==> src/hdl/min_max_scale_to_range_core_defines.svh <==
// assertion macros for the min-max scaling core
// used by the top level; expects clk and arst_n in scope
`ifndef MIN_MAX_SCALE_TO_RANGE_CORE_DEFINES_SVH
`define MIN_MAX_SCALE_TO_RANGE_CORE_DEFINES_SVH

`ifndef SYNTHESIS
`define MMSR_CHECK(label, expr) \
	label: assert property (@(posedge clk) disable iff (!arst_n) (expr)) \
		else $error("mmsr check failed");
`define MMSR_CHECK_IMP(label, ante, cons) \
	label: assert property (@(posedge clk) disable iff (!arst_n) (ante) |-> (cons)) \
		else $error("mmsr implication failed");
`else
`define MMSR_CHECK(label, expr)
`define MMSR_CHECK_IMP(label, ante, cons)
`endif

`endif

==> src/hdl/mmsr_pkg.sv <==
// shared types, constants and helper functions for the min-max scaling core
// no dependencies
`default_nettype none

package mmsr_pkg;

	localparam int DIV_STAGES = 8;

	typedef enum logic {
		ST_LOAD,
		ST_EMIT
	} state_t;

	localparam logic REG_TARGET_START = 1'b0;
	localparam logic REG_TARGET_END   = 1'b1;

	typedef struct packed {
		logic neg;
		logic zero_rng;
		logic last;
	} side_t;

	typedef struct packed {
		logic [15:0] rem;
		logic [15:0] lo;
		logic [15:0] quo;
	} div_work_t;

	// one restoring division step, one quotient bit
	function automatic div_work_t div_step(input div_work_t w, input logic [15:0] den);
		logic [16:0] t;
		div_work_t   r;
		t    = {w.rem, w.lo[15]};
		r.lo = {w.lo[14:0], 1'b0};
		if (t >= {1'b0, den}) begin
			r.rem = 16'(t - {1'b0, den});
			r.quo = {w.quo[14:0], 1'b1};
		end else begin
			r.rem = t[15:0];
			r.quo = {w.quo[14:0], 1'b0};
		end
		return r;
	endfunction

	// integer part of a q8.8 value, truncated toward zero
	function automatic logic [7:0] trunc_int(input logic [15:0] v);
		logic up;
		up = v[15] && (v[7:0] != 8'd0);
		return v[15:8] + {7'd0, up};
	endfunction

endpackage

`default_nettype wire

==> src/hdl/min_max_scale_to_range_core.sv <==
// min-max scaling core: loads a set of q8.8 samples, then emits them rescaled
// uses mmsr_pkg, mmsr_store, mmsr_div and min_max_scale_to_range_core_defines.svh
//
//   channel   dir  payload                                        handshake
//   s_axis    in   tdata[15:0] sample, tlast is_last               tvalid/tready
//   m_axis    out  tdata scaled/set_min/set_max/overflowed, tlast   tvalid/tready
//   cfg       in   cfg_addr register index, cfg_wdata value         cfg_we
//
// loading takes one sample per cycle; the emit pass starts after the last sample
// and reads the store once per cycle while the output is not stalled, through a
// multiply stage and an 8-stage divider.
// no sample is taken while a set is being emitted; output stalls freeze the emit pipe.
// reset clears the set state and loads the default range registers.
`default_nettype none
`include "min_max_scale_to_range_core_defines.svh"

module min_max_scale_to_range_core #(
	parameter int MAX_SAMPLES = 64
) (
	input  wire logic        clk,
	input  wire logic        arst_n,
	input  wire logic        s_axis_tvalid,
	output logic             s_axis_tready,
	input  wire logic [15:0] s_axis_tdata,   // [15:0] sample
	input  wire logic        s_axis_tlast,
	output logic             m_axis_tvalid,
	input  wire logic        m_axis_tready,
	output logic [39:0]      m_axis_tdata,   // [15:0] scaled, [23:16] set_min,
	                                         // [31:24] set_max, [32] overflowed
	output logic             m_axis_tlast,
	input  wire logic        cfg_we,
	input  wire logic [0:0]  cfg_addr,
	input  wire logic [15:0] cfg_wdata
);

	localparam int AW = (MAX_SAMPLES > 1) ? $clog2(MAX_SAMPLES) : 1;
	localparam int CW = $clog2(MAX_SAMPLES + 1);

	mmsr_pkg::state_t state_q, state_d;

	logic [CW-1:0]      count_q;
	logic [CW-1:0]      issue_q;
	logic signed [15:0] min_q, max_q;
	logic               drop_q;
	logic [15:0]        start_q, end_q;

	logic               in_xfer, out_xfer, has_room, done, adv, issue_go;
	logic [15:0]        rdata;

	logic               rd_vld_s1, rd_last_s1;
	logic               vld_s2;
	logic [31:0]        prod_s2;
	mmsr_pkg::side_t    side_s2;

	logic               div_vld;
	logic [15:0]        div_quo;
	mmsr_pkg::side_t    div_side;

	logic [15:0]        scaled_q;
	logic               out_vld_q, out_last_q;

	logic signed [16:0] span;
	logic [15:0]        span_mag;
	logic [16:0]        diff;
	logic [15:0]        range;
	logic signed [17:0] q18, r18;
	logic [15:0]        fin;

	// state machine
	always_comb begin
		state_d = state_q;
		unique case (state_q)
			mmsr_pkg::ST_LOAD: if (in_xfer && s_axis_tlast) state_d = mmsr_pkg::ST_EMIT;
			mmsr_pkg::ST_EMIT: if (done) state_d = mmsr_pkg::ST_LOAD;
			default:           state_d = mmsr_pkg::ST_LOAD;
		endcase
	end

	always_comb begin
		s_axis_tready = 1'b0;
		unique case (state_q)
			mmsr_pkg::ST_LOAD: s_axis_tready = 1'b1;
			mmsr_pkg::ST_EMIT: s_axis_tready = 1'b0;
			default:           s_axis_tready = 1'b0;
		endcase
	end

	assign in_xfer  = s_axis_tvalid && s_axis_tready;
	assign out_xfer = out_vld_q && m_axis_tready;
	assign done     = out_xfer && out_last_q;
	assign has_room = count_q != CW'(MAX_SAMPLES);
	assign adv      = !out_vld_q || m_axis_tready;
	assign issue_go = (state_q == mmsr_pkg::ST_EMIT) && (issue_q != count_q) && adv;

	always_ff @(posedge clk or negedge arst_n) begin
		if (!arst_n) begin
			state_q <= mmsr_pkg::ST_LOAD;
			count_q <= '0;
			issue_q <= '0;
			min_q   <= '0;
			max_q   <= '0;
			drop_q  <= 1'b0;
		end else begin
			state_q <= state_d;
			if (done) begin
				count_q <= '0;
				issue_q <= '0;
				min_q   <= '0;
				max_q   <= '0;
				drop_q  <= 1'b0;
			end else begin
				if (issue_go) begin
					issue_q <= issue_q + CW'(1);
				end
				if (in_xfer && has_room) begin
					count_q <= count_q + CW'(1);
					if (count_q == '0) begin
						min_q <= s_axis_tdata;
						max_q <= s_axis_tdata;
					end else begin
						if ($signed(s_axis_tdata) < min_q) min_q <= s_axis_tdata;
						if ($signed(s_axis_tdata) > max_q) max_q <= s_axis_tdata;
					end
				end
				if (in_xfer && !has_room) begin
					drop_q <= 1'b1;
				end
			end
		end
	end

	// range registers
	always_ff @(posedge clk or negedge arst_n) begin
		if (!arst_n) begin
			start_q <= 16'hFF00;
			end_q   <= 16'h0100;
		end else if (cfg_we) begin
			unique case (cfg_addr)
				mmsr_pkg::REG_TARGET_START: start_q <= cfg_wdata;
				mmsr_pkg::REG_TARGET_END:   end_q   <= cfg_wdata;
				default:                    ;
			endcase
		end
	end

	mmsr_store #(
		.DEPTH (MAX_SAMPLES),
		.AW    (AW)
	) u_store (
		.clk   (clk),
		.we    (in_xfer && has_room),
		.waddr (count_q[AW-1:0]),
		.wdata (s_axis_tdata),
		.re    (issue_go),
		.raddr (issue_q[AW-1:0]),
		.rdata (rdata)
	);

	// read stage
	always_ff @(posedge clk or negedge arst_n) begin
		if (!arst_n) begin
			rd_vld_s1 <= 1'b0;
		end else if (adv) begin
			rd_vld_s1 <= issue_go;
		end
	end

	always_ff @(posedge clk) begin
		if (adv) begin
			rd_last_s1 <= (issue_q + CW'(1)) == count_q;
		end
	end

	// multiply stage, magnitudes only
	always_comb begin
		span     = $signed({end_q[15], end_q}) - $signed({start_q[15], start_q});
		span_mag = span[16] ? 16'(-span) : span[15:0];
		diff     = {rdata[15], rdata} - {min_q[15], min_q};
		range    = 16'(max_q - min_q);
	end

	always_ff @(posedge clk or negedge arst_n) begin
		if (!arst_n) begin
			vld_s2 <= 1'b0;
		end else if (adv) begin
			vld_s2 <= rd_vld_s1;
		end
	end

	always_ff @(posedge clk) begin
		if (adv) begin
			prod_s2          <= span_mag * diff[15:0];
			side_s2.neg      <= span[16];
			side_s2.zero_rng <= max_q == min_q;
			side_s2.last     <= rd_last_s1;
		end
	end

	mmsr_div u_div (
		.clk       (clk),
		.arst_n    (arst_n),
		.en        (adv),
		.in_valid  (vld_s2),
		.num       (prod_s2),
		.den       (range),
		.side_in   (side_s2),
		.out_valid (div_vld),
		.quo       (div_quo),
		.side_out  (div_side)
	);

	// sign, offset and saturation
	always_comb begin
		q18 = div_side.neg ? -$signed({2'b00, div_quo}) : $signed({2'b00, div_quo});
		r18 = q18 + $signed({{2{start_q[15]}}, start_q});
		if (div_side.zero_rng) begin
			fin = start_q;
		end else if (r18 > 18'sd32767) begin
			fin = 16'h7FFF;
		end else if (r18 < -18'sd32768) begin
			fin = 16'h8000;
		end else begin
			fin = r18[15:0];
		end
	end

	always_ff @(posedge clk or negedge arst_n) begin
		if (!arst_n) begin
			out_vld_q <= 1'b0;
		end else if (adv) begin
			out_vld_q <= div_vld;
		end
	end

	always_ff @(posedge clk) begin
		if (adv) begin
			scaled_q   <= fin;
			out_last_q <= div_side.last;
		end
	end

	assign m_axis_tvalid = out_vld_q;
	assign m_axis_tlast  = out_last_q;
	assign m_axis_tdata  = {7'd0, drop_q, mmsr_pkg::trunc_int(max_q),
	                        mmsr_pkg::trunc_int(min_q), scaled_q};

	`MMSR_CHECK(chk_no_overlap, !(s_axis_tready && m_axis_tvalid))
	`MMSR_CHECK(chk_count_bound, count_q <= CW'(MAX_SAMPLES))
	`MMSR_CHECK_IMP(chk_final_after_issue, m_axis_tvalid && m_axis_tlast, issue_q == count_q)
	`MMSR_CHECK_IMP(chk_min_le_max, count_q != '0, min_q <= max_q)

endmodule

`default_nettype wire

==> src/hdl/mmsr_store.sv <==
// sample store: single write port, single read port, registered read data
// no package dependencies
`default_nettype none

module mmsr_store #(
	parameter int DEPTH = 64,
	parameter int AW    = 6
) (
	input  wire logic          clk,
	input  wire logic          we,
	input  wire logic [AW-1:0] waddr,
	input  wire logic [15:0]   wdata,
	input  wire logic          re,
	input  wire logic [AW-1:0] raddr,
	output logic [15:0]        rdata
);

	logic [15:0] mem [DEPTH];

	always_ff @(posedge clk) begin
		if (we) begin
			mem[waddr] <= wdata;
		end
	end

	always_ff @(posedge clk) begin
		if (re) begin
			rdata <= mem[raddr];
		end
	end

endmodule

`default_nettype wire

==> src/hdl/mmsr_div.sv <==
// pipelined unsigned divider, 32 by 16 bits, two quotient bits per stage
// uses mmsr_pkg; caller guarantees quotient fits 16 bits and holds den for a run
`default_nettype none

module mmsr_div (
	input  wire logic            clk,
	input  wire logic            arst_n,
	input  wire logic            en,
	input  wire logic            in_valid,
	input  wire logic [31:0]     num,
	input  wire logic [15:0]     den,
	input  wire mmsr_pkg::side_t side_in,
	output logic                 out_valid,
	output logic [15:0]          quo,
	output mmsr_pkg::side_t      side_out
);

	localparam int N = mmsr_pkg::DIV_STAGES;

	mmsr_pkg::div_work_t work_q [N];
	mmsr_pkg::side_t     side_q [N];
	logic [N-1:0]        vld_q;
	mmsr_pkg::div_work_t init_w;

	assign init_w = '{rem: num[31:16], lo: num[15:0], quo: 16'd0};

	for (genvar k = 0; k < N; k++) begin : g_stage
		mmsr_pkg::div_work_t w_in;
		mmsr_pkg::div_work_t w_mid;
		mmsr_pkg::div_work_t w_out;
		mmsr_pkg::side_t     s_in;
		logic                v_in;

		if (k == 0) begin : g_first
			assign w_in = init_w;
			assign s_in = side_in;
			assign v_in = in_valid;
		end else begin : g_rest
			assign w_in = work_q[k-1];
			assign s_in = side_q[k-1];
			assign v_in = vld_q[k-1];
		end

		always_comb begin
			w_mid = mmsr_pkg::div_step(w_in, den);
			w_out = mmsr_pkg::div_step(w_mid, den);
		end

		always_ff @(posedge clk or negedge arst_n) begin
			if (!arst_n) begin
				vld_q[k] <= 1'b0;
			end else if (en) begin
				vld_q[k] <= v_in;
			end
		end

		always_ff @(posedge clk) begin
			if (en) begin
				work_q[k] <= w_out;
				side_q[k] <= s_in;
			end
		end
	end

	assign out_valid = vld_q[N-1];
	assign quo       = work_q[N-1].quo;
	assign side_out  = side_q[N-1];

endmodule

`default_nettype wire

==> config.mk <==
export PLATFORM = sky130hd
export DESIGN_NAME = min_max_scale_to_range_core
export DESIGN_NICKNAME = d
export VERILOG_FILES = /design/src/hdl/mmsr_pkg.sv /design/src/hdl/min_max_scale_to_range_core.sv /design/src/hdl/mmsr_store.sv /design/src/hdl/mmsr_div.sv
export VERILOG_INCLUDE_DIRS = /design/src /design/src/hdl
export SDC_FILE = /design/constraint.sdc
export NUM_CORES = 2
export LEC_CHECK = 0
export BUFFER_PORTS_ARGS = -buffer_cell sky130_fd_sc_hd__buf_2
export CAP_MARGIN = 20
export CELL_PAD_IN_SITES_DETAIL_PLACEMENT = 0
export CELL_PAD_IN_SITES_GLOBAL_PLACEMENT = 1
export CORE_ASPECT_RATIO = 1.25
export CORE_MARGIN = 2
export CORE_UTILIZATION = 54
export DETAILED_ROUTE_END_ITERATION = 10
export GPL_TIMING_DRIVEN = 0
export HOLD_SLACK_MARGIN = 0.02
export PLACE_DENSITY_LB_ADDON = 0.12
export SYNTH_ARGS = -nofsm -noshare
export SYNTH_HDL_FRONTEND = slang
export SYNTH_HIERARCHICAL = 1
export SYNTH_SLANG_ARGS = --single-unit
==> constraint.sdc <==
create_clock -name clk -period 14.5 [get_ports clk]
set_clock_uncertainty 0.05 [all_clocks]
set_input_delay 2.175 -clock clk [delete_from_list [all_inputs] [get_ports clk]]
set_output_delay 2.175 -clock clk [all_outputs]
set_load 0.01 [all_outputs]
==> metrics <==
initial antenna violation count=1; drt first-iter violations=approximately 4500; Seq/Total Area, Yosys=between 50% and 60%; Hold Slack=between 0.3 and 0.4 ns; max_cap viols=0; hold depth=0; Final Max Tran Viols=0; post-cts repair resize count=0; Vias/cell=between 6 and 7; top cells by area, synth=edfxtp_1 50%, ha_1 7.1%, mux4_2 6.1%; critical path required time=14.98 ns; Layout Nets=around 7000; reg2reg start=start_q[0]; Std-Cell Rows=approximately 160; clk sinks=between 1000 and 1500; crit end category=register; Placeable Area=150000 sq um; TritonRoute pass-1 iters=5; Largest stage delay, worst path=0.81 ns; clk_lat worst skew=about 0.8 ns; Synth Instances=approximately 6100; CTS Buffer Depth=3; Reg clk slew, reported paths=about 0.06 ns; Final Hold Fails=0; clock buffer count from CTS=approximately 140; Min-Delay Path Class=reg -> reg; Max Fclk=~92 MHz; Starting Density=54.4%; Fillers=around 12000; Area Growth Syn to Fin=11.3%; per-cell routed wire length=about 26 microns; post-CTS setup buffers=0; global-route wire length before repair=331 mm; run status=completed; post-synth top area cell=edfxtp_1; Syn Std Cell Area=between 80000 and 90000 sq um; num ports=roughly 80; Final GP Congestion=0.912; ys flop type=edfxtp_1; share of layout cells above drive strength 1=between 10% and 20%; Post-synth EDFFs=between 1000 and 1500; RR Endpoint=prod_s2[31]; largest net degree at the start of global routing=73; Detail Route Antenna Nets=0; DR DRC count=0; Slew HR=15.1%; unrepaired setup endpoints after global routing=false; Crit. Startpoint=start_q[0]; Worst Hold Path EP=u_div/work_q[0][158]; yosys warns=6; HP Start=u_div/work_q[0][112]; Die Width=between 300 and 400 microns; Post-CTS Hold Fix Bufs=0; Tmin final=~11 ns; crit-path most repeated cell=fa_1; commonest non-fill, non-tap cells in the layout=1357 x edfxtp_1, 463 x ha_1, 406 x inv_1, 360 x nand2_1, 343 x nor2_1; Final period util=between 70 and 80%; global route total overflow=0; Die Y=439 microns; Worst Reg-to-Reg Cells=33; CP max-delay cell=xnor2_1; WP data arrival=approximately 11 ns; hpwl dp=161 mm; total number of vias=around 52000; Yosys top cell area share=between 40% and 50%; clock root cell=clkbuf_16; synth unique cells=between 100 and 150; CP startpoint kind=register; Avg Inst Size Synth=approximately 13 sq um; worst reg-to-reg setup slack=~3.7 ns; gr usage total=around 29%; most common cell after layout, fill and taps aside=edfxtp_1; Async SR Flop Fraction=approximately 6.3%; drt total wl=about 220 mm; Slew @ Worst Pin=approximately 1.3 ns; vias in the first global route=around 54000; CTS tree=yes; Final Setup Violations=0; flops & latches, synth=around 1400; CP Class=reg -> reg; CTS H-Tree Depth=4; die area=~150000 sq um; Port Buffers=between 70 and 80; Max FO, Critical Path=10
worst max-delay path, delay by kind of cell, from the launching register on:
kind / cells / cell delay [ns]
AOI/OAI and AO/OA: 12 / 3.01
xor gates and xnor gates: 2 / 0.95
adders and majority gates: 9 / 4.23
buffers and inverters: 6 / 1.20
DFF: 1 / 0.46
and+or+nand+nor: 4 / 0.64
sequential cells by signal, summed over array words and instances, names as in the netlist, 3 cells and up:
register,count
start_q,16
u_div/side_q,24
u_div/work_q,240
issue_q,7
u_store/mem,1024
max_q,16
count_q,7
prod_s2,32
end_q,16
scaled_q,16
u_store/rdata,16
side_s2,3
u_div/g_stage.v_in,7
min_q,16
layer usage:
| metal | share of wire, % | routed length (microns) | track usage (%) |
|---|---|---|---|
| met1 | 37 | 81600 | 33.4 |
| met2 | 52 | 115000 | 52.1 |
| met3 | 4.9 | 10900 | 3.76 |
| met4 | 6.7 | 14800 | 17.2 |
| met5 | 0 | 0 | 0 |
worst max path at each step:
stage / slack [ns] / depth (start not counted) / end
after detailed placement: 3.69 / 33 / prod_s2[31]
after CTS: 3.65 / 33 / prod_s2[31]
final: 3.68 / 33 / prod_s2[31]
after global placement: -1.51 / 8 / issue_q[5]
after floorplan: 2.28 / 7 / issue_q[5]
after global routing: 3.14 / 31 / prod_s2[31]
synthesized netlist by cell type (96+ instances only):
cell / count
mux4_2: 220
xnor2_1: 231
mux2i_1: 124
inv_1: 413
mux2_2: 210
nor2_1: 403
nand2_1: 360
a21oi_1: 260
o21ai_0: 165
a21o_1: 104
edfxtp_1: 1357
nand3_1: 96
ha_1: 463
fa_1: 213
stage by stage:
step                setup slack, ns  setup TNS, ns  utilization (%)  instances  area (sq um)
floorplan                      2.28              0                -       6097         81700
global placement              -1.51         -28.17             56.3       8183         84600
detailed placement             3.69              0             57.3       8257         86000
CTS                            3.65              0             60.5       8523         90900
global route                   3.14              0             60.5       8526         90900
finish                         3.68              0             60.5       8527         90900
cells by family (layout without fill, tap and decap cells):
family,after synthesis,in the layout,share of synthesized area (%)
AO/OA/AOI/OAI,1079,1079,9.14
multiplexers,582,582,11.0
adder cells (fa/ha/maj),676,676,12.3
AND/OR/NAND/NOR,1354,1354,7.97
buffers and inverters,628,1044,3.45
flip-flops,1448,1448,52.7
XOR/XNOR,323,323,3.46
other,1,9,0.00459
layout make-up:
class | count | area (sq um) | area share (%)
Clock buffer | 174 | 3780 | 4.16
Inverter | 416 | 1560 | 1.72
Timing Repair Buffer | 150 | 1610 | 1.77
Multi-Input combinational cell | 4021 | 36000 | 39.6
Clock inverter | 92 | 1090 | 1.20
Buffer | 212 | 1260 | 1.38
Sequential cell | 1448 | 43000 | 47.4
Tap cell | 2012 | 2520 | 2.77
Antenna cell | 2 | 5.00 | 0.00551
Power is left out: the tool's default activity adds up to more than one toggle a clock period on the data nets, which glitch-free logic cannot reach.
